$ cat src/rtl/core/smrms_pkg.sv
// Package for the smoothed RMS level meter: widths, constants and the
// sequencer state type. Used by the channel interfaces and the top level.
package smrms_pkg;

  localparam int unsigned FRAME_PAIRS = 256;

  localparam int unsigned SAMPLE_W = 16;
  localparam int unsigned MAG_W    = 15;
  localparam int unsigned WEIGHT_W = 9;
  localparam int unsigned RMS_W    = 15;
  localparam int unsigned LEVEL_W  = 22;
  localparam int unsigned SMOOTH_W = 23;
  localparam int unsigned SUM_W    = 38;
  localparam int unsigned ROOT_W   = 32;

  localparam int unsigned CNT_W  = $clog2(FRAME_PAIRS + 1);
  localparam int unsigned REM_W  = $clog2(2 * FRAME_PAIRS);
  localparam int unsigned DIV_W  = REM_W + 1;
  localparam int unsigned STEP_W = $clog2(SUM_W);

  localparam int unsigned MUL_A_W = MAG_W;
  localparam int unsigned MUL_B_W = SMOOTH_W;
  localparam int unsigned MUL_W   = MUL_A_W + MUL_B_W;

  localparam logic [WEIGHT_W-1:0] KEEP_WEIGHT_RST = WEIGHT_W'(154);
  localparam logic [WEIGHT_W-1:0] WEIGHT_FULL     = WEIGHT_W'(256);
  localparam logic [LEVEL_W-1:0]  LEVEL_MAX       = '1;

  typedef logic signed [SAMPLE_W-1:0] sample_t;
  typedef logic [RMS_W-1:0]           rms_t;
  typedef logic [LEVEL_W-1:0]         level_t;

  typedef enum logic [9:0] {
    ST_IDLE = 10'b00_0000_0001,
    ST_SQL  = 10'b00_0000_0010,
    ST_SQR  = 10'b00_0000_0100,
    ST_ACC  = 10'b00_0000_1000,
    ST_DIV  = 10'b00_0001_0000,
    ST_SQRT = 10'b00_0010_0000,
    ST_MW   = 10'b00_0100_0000,
    ST_MR   = 10'b00_1000_0000,
    ST_MS   = 10'b01_0000_0000,
    ST_OUT  = 10'b10_0000_0000
  } state_e;

endpackage

$ cat src/rtl/core/smrms_in_if.sv
// Input channel of the level meter: one stereo sample pair per request.
// Depends on smrms_pkg for the sample type.
interface smrms_in_if;
  logic              valid;
  logic              ready;
  smrms_pkg::sample_t left_sample;
  smrms_pkg::sample_t right_sample;
  logic              last_in_frame;

  modport source (output valid, left_sample, right_sample, last_in_frame, input ready);
  modport sink   (input valid, left_sample, right_sample, last_in_frame, output ready);
endinterface

$ cat src/rtl/core/smrms_out_if.sv
// Output channel of the level meter: frame RMS and smoothed level.
// Depends on smrms_pkg for the field types.
interface smrms_out_if;
  logic              valid;
  logic              ready;
  smrms_pkg::rms_t   rms_level;
  smrms_pkg::level_t smoothed_level;

  modport source (output valid, rms_level, smoothed_level, input ready);
  modport sink   (input valid, rms_level, smoothed_level, output ready);
endinterface

$ cat src/rtl/core/smoothed_rms_level_meter_top.sv
// Smoothed RMS level meter, top level. Depends on smrms_pkg and the two channel interfaces.
// Sequence: a sample pair that does not end a frame passes through accept, two squares
// on the shared multiplier and accumulate. A frame-ending pair adds 38 divider steps,
// 16 square-root steps and the smoothing states MW, MR and MS before its result is offered.
// Reset (rst_ni low, asynchronous) clears the sum, pair count and smoothed level and
// sets keep_weight to 154.
module smoothed_rms_level_meter_top (
  input  logic                           clk_i,
  input  logic                           rst_ni,
  smrms_in_if.sink                       req_i,
  smrms_out_if.source                    res_o,
  input  logic                           cfg_we_i,
  input  logic [smrms_pkg::WEIGHT_W-1:0] cfg_wdata_i
);

  smrms_pkg::state_e state_q, state_d;

  // Configuration register.
  logic [smrms_pkg::WEIGHT_W-1:0] kw_q;

  // Halved sample magnitudes and the frame mark of the request in progress.
  logic [smrms_pkg::MAG_W-1:0] lmag_q, rmag_q;
  logic                        last_q;

  // Running sum; it also serves as dividend and quotient shift register during the
  // division and as the holding register for the old-level product during smoothing.
  logic [smrms_pkg::SUM_W-1:0]   sum_q, sum_d;
  logic [smrms_pkg::CNT_W-1:0]   cnt_q, cnt_d;
  logic [smrms_pkg::MUL_W-1:0]   prod_q;
  logic [smrms_pkg::DIV_W-1:0]   dvsr_q, dvsr_d;
  logic [smrms_pkg::REM_W-1:0]   rem_q, rem_d;
  logic [smrms_pkg::STEP_W-1:0]  step_q, step_d;
  logic [smrms_pkg::ROOT_W-1:0]  x_q, x_d, root_q, root_d, bit_q, bit_d;
  logic [smrms_pkg::SMOOTH_W-1:0] smooth_q, smooth_d;

  logic                               out_valid_q, out_valid_d;
  logic [smrms_pkg::RMS_W-1:0]        out_rms_q;
  logic [smrms_pkg::LEVEL_W-1:0]      out_lvl_q;
  logic                               out_load;

  // Shared multiplier and its operand selection.
  logic [smrms_pkg::MUL_A_W-1:0] mul_a;
  logic [smrms_pkg::MUL_B_W-1:0] mul_b;
  logic [smrms_pkg::MUL_W-1:0]   mul_p;

  logic [smrms_pkg::WEIGHT_W-1:0] w_eff, w_new;
  logic [smrms_pkg::SUM_W:0]      sum_add;
  logic [smrms_pkg::SUM_W-1:0]    sum_sat;
  logic [smrms_pkg::CNT_W-1:0]    cnt_inc;
  logic                           frame_end;
  logic [smrms_pkg::DIV_W-1:0]    rem_sh;
  logic                           qbit;
  logic [smrms_pkg::SUM_W-1:0]    quot_next;
  logic [smrms_pkg::ROOT_W-1:0]   sq_trial;
  logic [smrms_pkg::SUM_W+1:0]    mix_sum;

  smrms_pkg::sample_t lhalf, rhalf, lneg, rneg;

  // Weights above 256 act as 256, which freezes the smoothed level.
  assign w_eff = (kw_q > smrms_pkg::WEIGHT_FULL) ? smrms_pkg::WEIGHT_FULL : kw_q;
  assign w_new = smrms_pkg::WEIGHT_FULL - w_eff;

  // Arithmetic halving; the magnitude of -16384 still fits in 15 bits.
  assign lhalf = req_i.left_sample >>> 1;
  assign rhalf = req_i.right_sample >>> 1;
  assign lneg  = -lhalf;
  assign rneg  = -rhalf;

  always_comb begin
    mul_a = '0;
    mul_b = '0;
    case (state_q)
      smrms_pkg::ST_SQL: begin
        mul_a = lmag_q;
        mul_b = smrms_pkg::MUL_B_W'(lmag_q);
      end
      smrms_pkg::ST_SQR: begin
        mul_a = rmag_q;
        mul_b = smrms_pkg::MUL_B_W'(rmag_q);
      end
      smrms_pkg::ST_MW: begin
        mul_a = smrms_pkg::MUL_A_W'(w_eff);
        mul_b = smooth_q;
      end
      smrms_pkg::ST_MR: begin
        mul_a = smrms_pkg::MUL_A_W'(w_new);
        mul_b = smrms_pkg::MUL_B_W'(root_q[smrms_pkg::RMS_W-1:0]);
      end
      default: begin
        mul_a = '0;
        mul_b = '0;
      end
    endcase
  end

  assign mul_p = smrms_pkg::MUL_W'(mul_a) * smrms_pkg::MUL_W'(mul_b);

  // Saturating accumulate of the registered square.
  assign sum_add = {1'b0, sum_q} + (smrms_pkg::SUM_W + 1)'(prod_q);
  assign sum_sat = sum_add[smrms_pkg::SUM_W] ? '1 : sum_add[smrms_pkg::SUM_W-1:0];

  // The pair count stops at the frame length; reaching it ends the frame on its own.
  assign cnt_inc   = (cnt_q < smrms_pkg::CNT_W'(smrms_pkg::FRAME_PAIRS)) ? cnt_q + 1'b1 : cnt_q;
  assign frame_end = last_q || (cnt_inc >= smrms_pkg::CNT_W'(smrms_pkg::FRAME_PAIRS));

  // One restoring division step: the sum divided by twice the pair count.
  assign rem_sh    = {rem_q, sum_q[smrms_pkg::SUM_W-1]};
  assign qbit      = (rem_sh >= dvsr_q);
  assign quot_next = {sum_q[smrms_pkg::SUM_W-2:0], qbit};

  // One digit of the integer square root.
  assign sq_trial = root_q + bit_q;

  // New level: (w * old + (256 - w) * (rms << 8)) >> 8, kept to 23 bits.
  assign mix_sum = (smrms_pkg::SUM_W + 2)'(sum_q) + ((smrms_pkg::SUM_W + 2)'(prod_q) << 8);

  assign out_load = (state_q == smrms_pkg::ST_OUT) && (!out_valid_q || res_o.ready);

  always_comb begin
    state_d  = state_q;
    sum_d    = sum_q;
    cnt_d    = cnt_q;
    dvsr_d   = dvsr_q;
    rem_d    = rem_q;
    step_d   = step_q;
    x_d      = x_q;
    root_d   = root_q;
    bit_d    = bit_q;
    smooth_d = smooth_q;
    case (state_q)
      smrms_pkg::ST_IDLE: begin
        if (req_i.valid) begin
          state_d = smrms_pkg::ST_SQL;
        end
      end
      smrms_pkg::ST_SQL: begin
        state_d = smrms_pkg::ST_SQR;
      end
      smrms_pkg::ST_SQR: begin
        sum_d   = sum_sat;
        state_d = smrms_pkg::ST_ACC;
      end
      smrms_pkg::ST_ACC: begin
        sum_d  = sum_sat;
        cnt_d  = cnt_inc;
        dvsr_d = smrms_pkg::DIV_W'({cnt_inc, 1'b0});
        rem_d  = '0;
        step_d = '0;
        state_d = frame_end ? smrms_pkg::ST_DIV : smrms_pkg::ST_IDLE;
      end
      smrms_pkg::ST_DIV: begin
        sum_d  = quot_next;
        rem_d  = qbit ? smrms_pkg::REM_W'(rem_sh - dvsr_q) : smrms_pkg::REM_W'(rem_sh);
        step_d = step_q + 1'b1;
        if (step_q == smrms_pkg::STEP_W'(smrms_pkg::SUM_W - 1)) begin
          // The mean is clamped to 32 bits before the square root.
          x_d    = (quot_next[smrms_pkg::SUM_W-1:smrms_pkg::ROOT_W] != '0) ? '1 :
                   quot_next[smrms_pkg::ROOT_W-1:0];
          root_d = '0;
          bit_d  = smrms_pkg::ROOT_W'(1) << (smrms_pkg::ROOT_W - 2);
          state_d = smrms_pkg::ST_SQRT;
        end
      end
      smrms_pkg::ST_SQRT: begin
        if (x_q >= sq_trial) begin
          x_d    = x_q - sq_trial;
          root_d = (root_q >> 1) + bit_q;
        end else begin
          root_d = root_q >> 1;
        end
        bit_d = bit_q >> 2;
        if (bit_q[0]) begin
          state_d = smrms_pkg::ST_MW;
        end
      end
      smrms_pkg::ST_MW: begin
        state_d = smrms_pkg::ST_MR;
      end
      smrms_pkg::ST_MR: begin
        sum_d   = prod_q;
        state_d = smrms_pkg::ST_MS;
      end
      smrms_pkg::ST_MS: begin
        smooth_d = mix_sum[smrms_pkg::SMOOTH_W+7:8];
        state_d  = smrms_pkg::ST_OUT;
      end
      smrms_pkg::ST_OUT: begin
        if (out_load) begin
          sum_d   = '0;
          cnt_d   = '0;
          state_d = smrms_pkg::ST_IDLE;
        end
      end
      default: begin
        state_d = smrms_pkg::ST_IDLE;
      end
    endcase
  end

  always_comb begin
    out_valid_d = out_valid_q;
    if (res_o.ready) begin
      out_valid_d = 1'b0;
    end
    if (out_load) begin
      out_valid_d = 1'b1;
    end
  end

  always_ff @(posedge clk_i or negedge rst_ni) begin
    if (!rst_ni) begin
      state_q     <= smrms_pkg::ST_IDLE;
      kw_q        <= smrms_pkg::KEEP_WEIGHT_RST;
      sum_q       <= '0;
      cnt_q       <= '0;
      smooth_q    <= '0;
      out_valid_q <= 1'b0;
    end else begin
      state_q     <= state_d;
      sum_q       <= sum_d;
      cnt_q       <= cnt_d;
      smooth_q    <= smooth_d;
      out_valid_q <= out_valid_d;
      if (cfg_we_i) begin
        kw_q <= cfg_wdata_i;
      end
    end
  end

  // Datapath registers without reset.
  always_ff @(posedge clk_i) begin
    prod_q <= mul_p;
    dvsr_q <= dvsr_d;
    rem_q  <= rem_d;
    step_q <= step_d;
    x_q    <= x_d;
    root_q <= root_d;
    bit_q  <= bit_d;
    if (req_i.valid && req_i.ready) begin
      lmag_q <= lhalf[smrms_pkg::SAMPLE_W-1] ? lneg[smrms_pkg::MAG_W-1:0] :
                lhalf[smrms_pkg::MAG_W-1:0];
      rmag_q <= rhalf[smrms_pkg::SAMPLE_W-1] ? rneg[smrms_pkg::MAG_W-1:0] :
                rhalf[smrms_pkg::MAG_W-1:0];
      last_q <= req_i.last_in_frame;
    end
    if (out_load) begin
      out_rms_q <= root_q[smrms_pkg::RMS_W-1:0];
      out_lvl_q <= smooth_q[smrms_pkg::SMOOTH_W-1] ? smrms_pkg::LEVEL_MAX :
                   smooth_q[smrms_pkg::LEVEL_W-1:0];
    end
  end

  // A new pair is taken only between requests; a finished result may still wait.
  assign req_i.ready          = (state_q == smrms_pkg::ST_IDLE);
  assign res_o.valid          = out_valid_q;
  assign res_o.rms_level      = out_rms_q;
  assign res_o.smoothed_level = out_lvl_q;

endmodule

$ cat src/flat_wrapper.sv
// flat-port wrapper written by rule: the top's interface ports become plain ports
module smoothed_rms_level_meter_top_flat 
  (clk_i, rst_ni, cfg_we_i, cfg_wdata_i, req_i_valid, req_i_left_sample, req_i_right_sample, req_i_last_in_frame, req_i_ready, res_o_valid, res_o_rms_level, res_o_smoothed_level, res_o_ready);
  smrms_in_if req_i_i ();
  smrms_out_if res_o_i ();
  input  logic clk_i;
  input  logic rst_ni;
  input  logic cfg_we_i;
  input  logic [smrms_pkg::WEIGHT_W-1:0] cfg_wdata_i;
  input wire logic [$bits(req_i_i.valid)-1:0] req_i_valid;
  input wire logic [$bits(req_i_i.left_sample)-1:0] req_i_left_sample;
  input wire logic [$bits(req_i_i.right_sample)-1:0] req_i_right_sample;
  input wire logic [$bits(req_i_i.last_in_frame)-1:0] req_i_last_in_frame;
  output wire logic [$bits(req_i_i.ready)-1:0] req_i_ready;
  output wire logic [$bits(res_o_i.valid)-1:0] res_o_valid;
  output wire logic [$bits(res_o_i.rms_level)-1:0] res_o_rms_level;
  output wire logic [$bits(res_o_i.smoothed_level)-1:0] res_o_smoothed_level;
  input wire logic [$bits(res_o_i.ready)-1:0] res_o_ready;
  assign req_i_i.valid = req_i_valid;
  assign req_i_i.left_sample = req_i_left_sample;
  assign req_i_i.right_sample = req_i_right_sample;
  assign req_i_i.last_in_frame = req_i_last_in_frame;
  assign req_i_ready = req_i_i.ready;
  assign res_o_valid = res_o_i.valid;
  assign res_o_rms_level = res_o_i.rms_level;
  assign res_o_smoothed_level = res_o_i.smoothed_level;
  assign res_o_i.ready = res_o_ready;
  smoothed_rms_level_meter_top u_core (.clk_i(clk_i), .rst_ni(rst_ni), .req_i(req_i_i), .res_o(res_o_i), .cfg_we_i(cfg_we_i), .cfg_wdata_i(cfg_wdata_i));
endmodule
$ cat config.mk
export PLATFORM = sky130hd
export DESIGN_NAME = smoothed_rms_level_meter_top_flat
export DESIGN_NICKNAME = d
export VERILOG_FILES = /design/src/rtl/core/smrms_pkg.sv /design/src/rtl/core/smrms_in_if.sv /design/src/rtl/core/smrms_out_if.sv /design/src/rtl/core/smoothed_rms_level_meter_top.sv /design/src/flat_wrapper.sv
export SDC_FILE = /design/constraint.sdc
export NUM_CORES = 1
export LEC_CHECK = 0
export ABC_CLOCK_PERIOD_IN_PS = 18300
export BUFFER_PORTS_ARGS = -buffer_cell sky130_fd_sc_hd__buf_2
export CAP_MARGIN = 15
export CORE_MARGIN = 3
export CORE_UTILIZATION = 60
export CTS_CLUSTER_SIZE = 30
export DETAILED_ROUTE_END_ITERATION = 7
export PLACE_DENSITY = 0.77
export SLEW_MARGIN = 20
export SYNTH_ARGS = -nofsm -noshare
export SYNTH_HDL_FRONTEND = slang
export SYNTH_SLANG_ARGS = --single-unit
$ cat constraint.sdc
create_clock -name clk_i -period 18.3 [get_ports clk_i]
set_input_delay 0.915 -clock clk_i [delete_from_list [all_inputs] [get_ports clk_i]]
set_output_delay 0.915 -clock clk_i [all_outputs]
set_load 0.03 [all_outputs]
### Word level (Yosys, flattened, before mapping)

Cells that the tools add are included.

* flip-flop bits (word level): 316
* latch bits: 0
* RAM bits: 0
* bits in read-only memories: 0
* bits of input ports: 47
* output and inout port bits: 39
* memories kept: 0

* add/subtract/negate cells: 11
* multipliers: 1
* div/mod/pow operators: 0
* $lt $le $gt $ge: 5
* equality and inequality tests: 16
* shifts and indexed selects: 0
* muxes and demuxes: 31
* bitwise operators: 0
* reduce and logical (&&, ||, !) cells: 17

Operators with widths (count)
* 2-to-1 mux 32 bit: 6
* one-hot mux 32 bit (2 select lines): 3
* one-hot mux 38 bit (4 select lines): 1
* one-hot mux 10 bit (10 select lines): 1
* one-hot mux 23 bit (4 select lines): 1
* 2-to-1 mux 38 bit: 2
* one-hot mux 15 bit (4 select lines): 1
* 2-to-1 mux 10 bit: 4
* adder 38 x 38 -> 39 bit: 1
* multiplier 15 x 23 -> 38 bit: 1
* 2-to-1 mux 9 bit: 4
* one-hot mux 9 bit (2 select lines): 2
* adder 31 x 32 -> 32 bit: 1
* adder 32 bit: 1
* greater-or-equal comparator 32 bit: 1
* subtractor 32 bit: 1
* adder 31 bit: 1
* negation 15 bit: 2
* 2-to-1 mux 14 bit: 2
* one-hot mux 6 bit (2 select lines): 1
* equality test 10 x 1 -> 1 bit, second input constant: 1
* equality test 10 bit, second input constant: 1
* equality test 10 x 2 -> 1 bit, second input constant: 1
* equality test 10 x 3 -> 1 bit, second input constant: 1
* other kinds (29): 40

### Longest topological paths before layout

Gate-level depths: netlist of run 1.

* depth in word-level cells: 6
* gate-level depth with buffers: 36
* gate-level depth less buffers: 34

### Worst setup path after synthesis of run 1

No wires, ideal clock.

* path type: register to register
* from: register u_core.state_q[8]
* to: register u_core.prod_q[30] (netlist name)
* library setup time: 0.072 ns
* data arrival time: 7.928 ns
* setup slack: 10.299 ns
* cell stages (with the launch flop): 34
* path buffers: 3
* cell sequence: dfrtp_1 > nor4_4 > nand2_1 > or3_1 > or3b_1 > buf_6 > inv_6 > nand2_2 > o31ai_2 > a22oi_1 > o21bai_2 > buf_6 > buf_6 > nand2_1 > fa_1 > fa_1 > inv_1 > fa_1 > fa_1 > fa_1 > inv_1 > fa_1 > inv_1 > ha_1 > a21oi_1 > o21ai_0 > a311oi_1 > o211a_1 > nor3_1 > a2111oi_2 > nor2b_1 > a311o_1 > a21oi_1 > xnor2_1

* cells in the longest elaborated chain, start to end: 3

Ends and longest elaborated chain
* start: declaration: RTL line smoothed_rms_level_meter_top.sv:16 `smrms_pkg::state_e state_q, state_d;`
* start signal: assignment: RTL line smoothed_rms_level_meter_top.sv:212 `state_q <= smrms_pkg::ST_IDLE;`
* start signal: assignment: RTL line smoothed_rms_level_meter_top.sv:219 `state_q <= state_d;`
* equality test 10 x 8 -> 1 bit, or another cell as far along: RTL line smoothed_rms_level_meter_top.sv:72 `case (state_q)`
* one-hot mux 15 bit (4 select lines) / one-hot mux 23 bit (4 select lines) (equally long branches): RTL line smoothed_rms_level_meter_top.sv:72
* multiplier 15 x 23 -> 38 bit *: RTL line smoothed_rms_level_meter_top.sv:96 `assign mul_p = smrms_pkg::MUL_W'(mul_a) * smrms_pkg::MUL_W'(mul_b);`
* net u_core.mul_p (one bit): RTL line smoothed_rms_level_meter_top.sv:44 `logic [smrms_pkg::MUL_W-1:0] mul_p;`
* end signal: assignment: RTL line smoothed_rms_level_meter_top.sv:232 `prod_q <= mul_p;`
* end: declaration: RTL line smoothed_rms_level_meter_top.sv:29 `logic [smrms_pkg::MUL_W-1:0] prod_q;`

The timed path passes the listed nets; every way through them passes the cells marked *.
A chain may end at the register's enable or synchronous reset.

### Worst setup path after layout of run 1

* from: register u_core.state_q[9]
* to: register u_core.prod_q[30] (netlist name)

Same word-level chain as after synthesis.

==> results of run 1 <==
flip-flops by register name, summed over array words and instances, names as in the netlist, 10 cells and up:
| name | cells |
|---|---|
| u_core.res_o.rms_level | 15 |
| u_core.bit_q | 16 |
| u_core.lmag_q | 15 |
| u_core.smooth_q | 23 |
| u_core.rmag_q | 15 |
| u_core.root_q | 32 |
| u_core.sum_q | 38 |
| u_core.x_q | 32 |
| u_core.prod_q | 38 |
| u_core.state_q | 10 |
| u_core.res_o.smoothed_level | 22 |
cell usage after synthesis (10+ instances only):
| master | instances | area share, % |
|---|---|---|
| o31ai_1 | 24 | 0.60 |
| o21ai_1 | 10 | 0.17 |
| clkbuf_1 | 64 | 0.80 |
| and2_1 | 38 | 0.79 |
| o21ai_0 | 152 | 2.5 |
| a21o_1 | 63 | 1.6 |
| a31oi_1 | 38 | 0.79 |
| fa_1 | 275 | 18 |
| xor2_1 | 97 | 2.8 |
| or2_2 | 36 | 0.75 |
| mux2_2 | 15 | 0.56 |
| a22oi_1 | 10 | 0.25 |
| buf_2 | 42 | 0.70 |
| nand4_1 | 17 | 0.35 |
| a31o_2 | 10 | 0.29 |
| a221oi_1 | 47 | 1.4 |
| dfxtp_1 | 38 | 2.5 |
| ha_1 | 243 | 10 |
| a211oi_1 | 23 | 0.58 |
| dfrtp_1 | 85 | 7.1 |
| nand2_1 | 304 | 3.8 |
| o211ai_1 | 11 | 0.28 |
| xnor2_1 | 111 | 3.2 |
| nor2b_1 | 36 | 0.75 |
| nor2_1 | 329 | 4.1 |
| nand2b_1 | 23 | 0.48 |
| a21oi_1 | 175 | 2.9 |
| nor3_1 | 57 | 0.95 |
| o21bai_1 | 26 | 0.65 |
| inv_1 | 360 | 4.5 |
| nand3_1 | 52 | 0.87 |
| edfxtp_1 | 172 | 17 |
| or3_1 | 22 | 0.46 |
| o21a_1 | 18 | 0.45 |
| a221o_1 | 15 | 0.50 |
| a22o_1 | 18 | 0.53 |
| and3_1 | 23 | 0.48 |
worst max-delay path: cells and delay by family (launching register included):
family,cells,cell delay (ns)
simple gates,8,1.91
flops,1,0.48
fa+ha+maj,7,3.47
buf+inv,4,0.68
compound gates,10,3.20
xor+xnor,1,0.17
layout make-up:
| type | instances | share of cell area, % |
|---|---|---|
| clock buffer | 55 | 3.49 |
| clock inverter | 13 | 0.380 |
| inverter | 363 | 4.24 |
| multi-input combinational | 2481 | 62.0 |
| sequential | 300 | 25.3 |
| tap | 664 | 2.57 |
| timing repair buffer | 113 | 1.97 |
metal layers:
layer / vias to the layer above / share of wire [%] / global-route usage [%]
met4: 0 / 4.4 / 13.0
li1: 11100 / - / -
met3: 181 / 6.6 / 4.08
met1: 11800 / 41 / 39.2
met2: 911 / 48 / 50.2
met5: - / 0 / 0
power groups by stage:
stage / Sequential [uW] / Clock (uW) / Combinational, uW
floorplan: 907 / 0 / 1260
global placement: 963 / 0 / 1530
detailed placement: 967 / 0 / 1570
CTS: 955 / 763 / 1590
global route: 969 / 792 / 1830
finish: 960 / 749 / 1630
logic make-up (layout without fill, tap and decap cells):
| kind of cell | after synthesis | in the layout | share of synthesized area [%] |
|---|---|---|---|
| compound gates | 706 | 706 | 15.6 |
| xor+xnor | 208 | 208 | 6.08 |
| fa+ha+maj | 518 | 518 | 28.5 |
| buf+inv | 491 | 544 | 6.60 |
| flops | 300 | 300 | 27.3 |
| mux | 23 | 23 | 0.831 |
| other cells | 2 | 48 | 0.0251 |
| simple gates | 978 | 978 | 15.0 |
cells in the final DEF (no fill, tap or decap), types with 63 or more instances in the layout:
cell type	synthesis	layout
a21o_1	63	63
a21oi_1	175	175
buf_2	42	82
dfrtp_1	85	85
edfxtp_1	172	172
fa_1	275	275
ha_1	243	243
inv_1	360	359
nand2_1	304	303
nor2_1	329	329
o21ai_0	152	151
xnor2_1	111	111
xor2_1	97	97
stage by stage:
stage	setup WS (ns)	hold slack [ns]	instance area [sq um]	power, uW	util (%)
after global placement	8.60	0.492	31000	2490	63.1
after detailed placement	8.38	0.512	31000	2540	63.1
after floorplan	10.30	0.449	30100	2160	-
after global routing	7.88	0.334	32300	3590	65.7
after CTS	8.35	0.304	32300	3300	65.7
final	8.26	0.307	32300	3340	65.7
how the worst max path moves through the flow:
stage / startpoint / end / cells after the start
final: u_core.state_q[9]$_DFFE_PN0P_ / u_core.prod_q[30]$_DFF_P_ / 30
after global routing: u_core.state_q[9]$_DFFE_PN0P_ / u_core.prod_q[30]$_DFF_P_ / 30
after CTS: u_core.state_q[9]$_DFFE_PN0P_ / u_core.prod_q[30]$_DFF_P_ / 30
after detailed placement: u_core.state_q[9]$_DFFE_PN0P_ / u_core.prod_q[30]$_DFF_P_ / 30
after global placement: u_core.state_q[9]$_DFFE_PN0P_ / u_core.prod_q[30]$_DFF_P_ / 30
after floorplan: u_core.state_q[8]$_DFFE_PN0P_ / u_core.prod_q[30]$_DFF_P_ / 33
==> results.sh, run 1 <==
export IMPL_htreeDepth=2
export IMPL_max_stage_delay_ns=0.83
export IMPL_slew_headroom_pct=19.5
export IMPL_layout_drive_gt1_share_pct=8.18
export IMPL_core_area_sq_um=49200
export IMPL_clk_path_buf_depth=3
export IMPL_min_period_over_period_pct=54.9
export IMPL_clockRootBuffer="clkbuf_16"
export IMPL_grt_max_degree=77
export IMPL_post_cts_resized=0
export IMPL_rows=81
export IMPL_viasPerCell=6.02
export IMPL_setup_viol=0
export IMPL_synth_seq_cells=300
export IMPL_cp_end_kind="register"
export IMPL_worst_slew_pin_slew_ns=1.21
export IMPL_grt_overflow_total=0
export IMPL_regArea_sq_um=8180
export IMPL_multi_input_area_sq_um=20000
export IMPL_drc=0
export IMPL_rsz0062_at_grt="no"
export IMPL_min_period_ns=10.04
export IMPL_synthArstFlopShare_pct=30.0
export IMPL_r2r_cells=30
export IMPL_avgSynthCellArea_sq_um=9.29
export IMPL_ys_warn_count=0
export IMPL_synth_top_flop_cell="edfxtp_1"
export IMPL_cts_hold_buffers=0
export IMPL_dieWidth_um=229
export IMPL_port_buffers=83
export IMPL_clock_latency_ns=0.57
export IMPL_hold_violations=0
export IMPL_seq_area_frac_synth_pct=27.3
export IMPL_worst_path_most_repeated_cell="fa_1"
export IMPL_report_final_slew_viol_count=0
export IMPL_max_cap_violations=0
export IMPL_p_sw_uw=1420
export IMPL_final_nets=3861
export IMPL_seqPwrFrac_pct=28.7
export IMPL_drtIter0Drc=1937
export IMPL_fin_cells=3989
export IMPL_post_cts_buffers=0
export IMPL_rrSetupSlack_ns=8.26
export IMPL_cp_max_fo=76
export IMPL_antenna_found_initial=0
export IMPL_fp_dieH_um=229
export IMPL_ys_types=94
export IMPL_cts_sinks=300
export IMPL_drt_first_pass_iters=5
export IMPL_cts_inserted_buffers=37
export IMPL_wl_per_cell_um=19.5
export IMPL_grt_pass1_wl_um=128000
export IMPL_worstReg2RegStart="u_core.state_q[9]$_DFFE_PN0P_"
export IMPL_netlist_instances=3226
export IMPL_dp_cells=3918
export IMPL_fillers=3954
export IMPL_ant_nets=0
export IMPL_dieArea_sq_um=52700
export IMPL_hold_class="in2async"
export IMPL_synth_enable_flop_cells=172
export IMPL_syn2layout_area_growth_pct=7.77
export IMPL_fin_skew_ns=0.0275
export IMPL_grt_pass1_vias=24900
export IMPL_switching_share_pct=42.6
export IMPL_ir_worst_vdd_uv=80.8
export IMPL_ios=86
export IMPL_outcome="completed"
export IMPL_tns_ns=0
export IMPL_clkSlewWorstSetupHoldPaths_ns=0.06
export IMPL_synth_cell_area_sq_um=30000
export IMPL_leakage_uw=0.0145
export IMPL_fmax_ghz=0.0996
export IMPL_p_per_area_nw_per_um2=103
export IMPL_combPwrFrac_pct=48.8
export IMPL_dpl_hpwl_um=59900
export IMPL_cp_start_kind="register"
export IMPL_vias=24000
export IMPL_path_class="reg2reg"
export IMPL_r2r_end="u_core.prod_q[30]$_DFF_P_"
export IMPL_cp_required_ns=18.76
export IMPL_cts_tree="built"
export IMPL_start_util_pct=61.0
export IMPL_grt_usage_pct=30.0
export IMPL_insertedDiodeCount=0
export IMPL_clkPwrFrac_pct=22.4
export IMPL_slowest_stage="o21bai_2"
export IMPL_wl_um=77700
export IMPL_internal_power_uw=1920
export IMPL_critPathArrivalTime_ns=10.50
export IMPL_globalplace_congestion=0.947
No activity file was read; power rests on OpenSTA's default activity.
==> run 2: changes to the inputs <==
--- a/config.mk
+++ b/config.mk
@@ -5,14 +5,14 @@
 export SDC_FILE = /design/constraint.sdc
 export NUM_CORES = 1
 export LEC_CHECK = 0
-export ABC_CLOCK_PERIOD_IN_PS = 18300
+export ABC_CLOCK_PERIOD_IN_PS = 8400
 export BUFFER_PORTS_ARGS = -buffer_cell sky130_fd_sc_hd__buf_2
 export CAP_MARGIN = 15
 export CORE_MARGIN = 3
-export CORE_UTILIZATION = 60
+export CORE_UTILIZATION = 59
 export CTS_CLUSTER_SIZE = 30
 export DETAILED_ROUTE_END_ITERATION = 7
-export PLACE_DENSITY = 0.77
+export PLACE_DENSITY = 0.79
 export SLEW_MARGIN = 20
 export SYNTH_ARGS = -nofsm -noshare
 export SYNTH_HDL_FRONTEND = slang
==> constraint.sdc (replaced) <==
create_clock -name clk_i -period 8.4 [get_ports clk_i]
set_input_delay 0.42 -clock clk_i [delete_from_list [all_inputs] [get_ports clk_i]]
set_output_delay 0.42 -clock clk_i [all_outputs]
set_load 0.03 [all_outputs]
==> results.sh, run 2 (synthesized netlist as in run 1, its figures left out) <==
export IMPL_clk_path_buf_depth=3
export IMPL_setup_ws_ns=0.105
export IMPL_ant_nets=0
export IMPL_syn2layout_area_growth_pct=11.8
export IMPL_clkSlewWorstSetupHoldPaths_ns=0.06
export IMPL_insertedDiodeCount=0
export IMPL_viasPerCell=6.04
export IMPL_fin_skew_ns=0.0158
export IMPL_drc=0
export IMPL_setup_viol=0
export IMPL_dp_slack_ns=-0.116
export IMPL_final_common_cell="inv_1"
export IMPL_slew_headroom_pct=29.8
export IMPL_drt_first_pass_iters=6
export IMPL_layout_drive_gt1_share_pct=12.4
export IMPL_rrSetupSlack_ns=0.10
export IMPL_critPathArrivalTime_ns=8.77
export IMPL_ir_worst_vdd_uv=158
export IMPL_leakage_uw=0.0151
export IMPL_grt_max_degree=56
export IMPL_path_class="reg2reg"
export IMPL_cts_sinks=300
export IMPL_dp_cells=4016
export IMPL_p_per_area_nw_per_um2=224
export IMPL_cts_tree="built"
export IMPL_cts_inserted_buffers=36
export IMPL_outcome="completed"
export IMPL_dieArea_sq_um=53500
export IMPL_report_final_slew_viol_count=0
export IMPL_start_util_pct=60.5
export IMPL_clock_latency_ns=0.56
export IMPL_cp_max_fo=9
export IMPL_hold_class="in2reg"
export IMPL_antenna_found_initial=0
export IMPL_port_buffers=83
export IMPL_final_nets=3970
export IMPL_max_stage_delay_ns=0.55
export IMPL_clockRootBuffer="clkbuf_16"
export IMPL_dpl_hpwl_um=65200
export IMPL_grt_usage_pct=31.4
export IMPL_fp_dieH_um=231
export IMPL_reg_top3="u_core.prod_q (38), u_core.sum_q (38)"
export IMPL_wl_um=83600
export IMPL_rows=81
export IMPL_ios=86
export IMPL_dieWidth_um=231
export IMPL_vias=24700
export IMPL_cp_start_kind="register"
export IMPL_grt_pass1_wl_um=133000
export IMPL_grt_pass1_vias=25200
export IMPL_fillers=3855
export IMPL_cp_required_ns=8.88
export IMPL_fin_cells=4096
export IMPL_globalplace_congestion=0.949
export IMPL_min_period_ns=8.30
export IMPL_max_cap_violations=0
export IMPL_fmax_ghz=0.121
export IMPL_grt_overflow_total=0
export IMPL_drtIter0Drc=2083
export IMPL_htreeDepth=2
export IMPL_worst_slew_pin_slew_ns=1.05
export IMPL_worst_path_most_repeated_cell="fa_1"
export IMPL_slowest_stage="fa_1"
export IMPL_core_area_sq_um=49600
export IMPL_cp_end_kind="register"
export IMPL_min_period_over_period_pct=98.8
export IMPL_hold_violations=0
export IMPL_layout_common_cells="inv_1 (353), nor2_1 (320), nand2_1 (303)"
export IMPL_wl_per_cell_um=20.4
[run 2: changes by cell type in the layout (fill, tap and decap cells not counted), sizes merged]
cell | previous run | this run
inv | 365 | 363
dlygate4sd3 | 0 | 1
clkbuf | 58 | 47
clkinv | 10 | 11
buf | 110 | 220
clkinvlp | 0 | 5
bufinv | 1 | 4
[run 2: critical path, delay by kind of cell (launching register included)]
family / cells / cell delay, ns
compound gates: 9 / 2.13
flops: 1 / 0.41
xor+xnor: 1 / 0.14
buf+inv: 7 / 0.65
fa+ha+maj: 7 / 3.34
simple gates: 8 / 1.53
[run 2: layout make-up]
type                    instances  area [sq um]  share of cell area, %
multi-input cells            2481         20200                   60.4
clock buffers                  45           965                   2.88
repair buffers                223          1650                   4.94
inverters                     363          1380                   4.12
clock inverters                20           236                  0.706
well taps                     664           831                   2.48
flip-flops and latches        300          8180                   24.4
[run 2: path summary, 6_finish.rpt]
kind                                                      start                               to  cells after the start
worst max-delay path              u_core.state_q[4]$_DFFE_PN0P_        u_core.prod_q[30]$_DFF_P_                     32
worst min-delay path                        req_i_last_in_frame          u_core.last_q$_DFFE_PP_                      1
worst max register to register    u_core.state_q[4]$_DFFE_PN0P_        u_core.prod_q[30]$_DFF_P_                     32
worst min register to register  u_core.smooth_q[13]$_DFFE_PN0P_  u_core.smooth_q[13]$_DFFE_PN0P_                      2
max in group asynchronous                                rst_ni     u_core.sum_q[31]$_DFFE_PN0P_                      3
min in group asynchronous                                rst_ni       u_core.kw_q[0]$_DFFE_PN0P_                      2
[run 2: timing repair]
action	4_1_cts	5_1_grt
resized for setup	6	56
buffers inserted	0	13
pin swaps	0	32
setup endpoints to repair	4	7
cloned	0	1
hold endpoints to repair	30	0
hold buffers	1	0
[run 2: power by group]
| part | switching, uW | total (uW) | internal, uW |
|---|---|---|---|
| Sequential | 295 | 2100 | 1800 |
| Combinational | 2230 | 3790 | 1560 |
| Clock | 669 | 1620 | 948 |
[run 2: through the flow]
stage	util, %	hold WS [ns]	power (uW)	area (sq um)	setup TNS [ns]
global placement	64.4	0.399	5570	31900	-0.0296
detailed placement	64.4	0.411	5690	31900	-0.283
finish	67.6	0.0292	7500	33500	0
floorplan	-	0.124	4710	30100	0
global route	67.6	0.00998	8040	33500	-0.191
CTS	66.8	0.00746	7340	33100	-0.0385
[run 2: layer usage]
layer	global-route usage, %	routed length [um]
met5	0	0
met4	13.1	4150
met3	5.63	6520
met2	51.3	38900
met1	41.3	34000
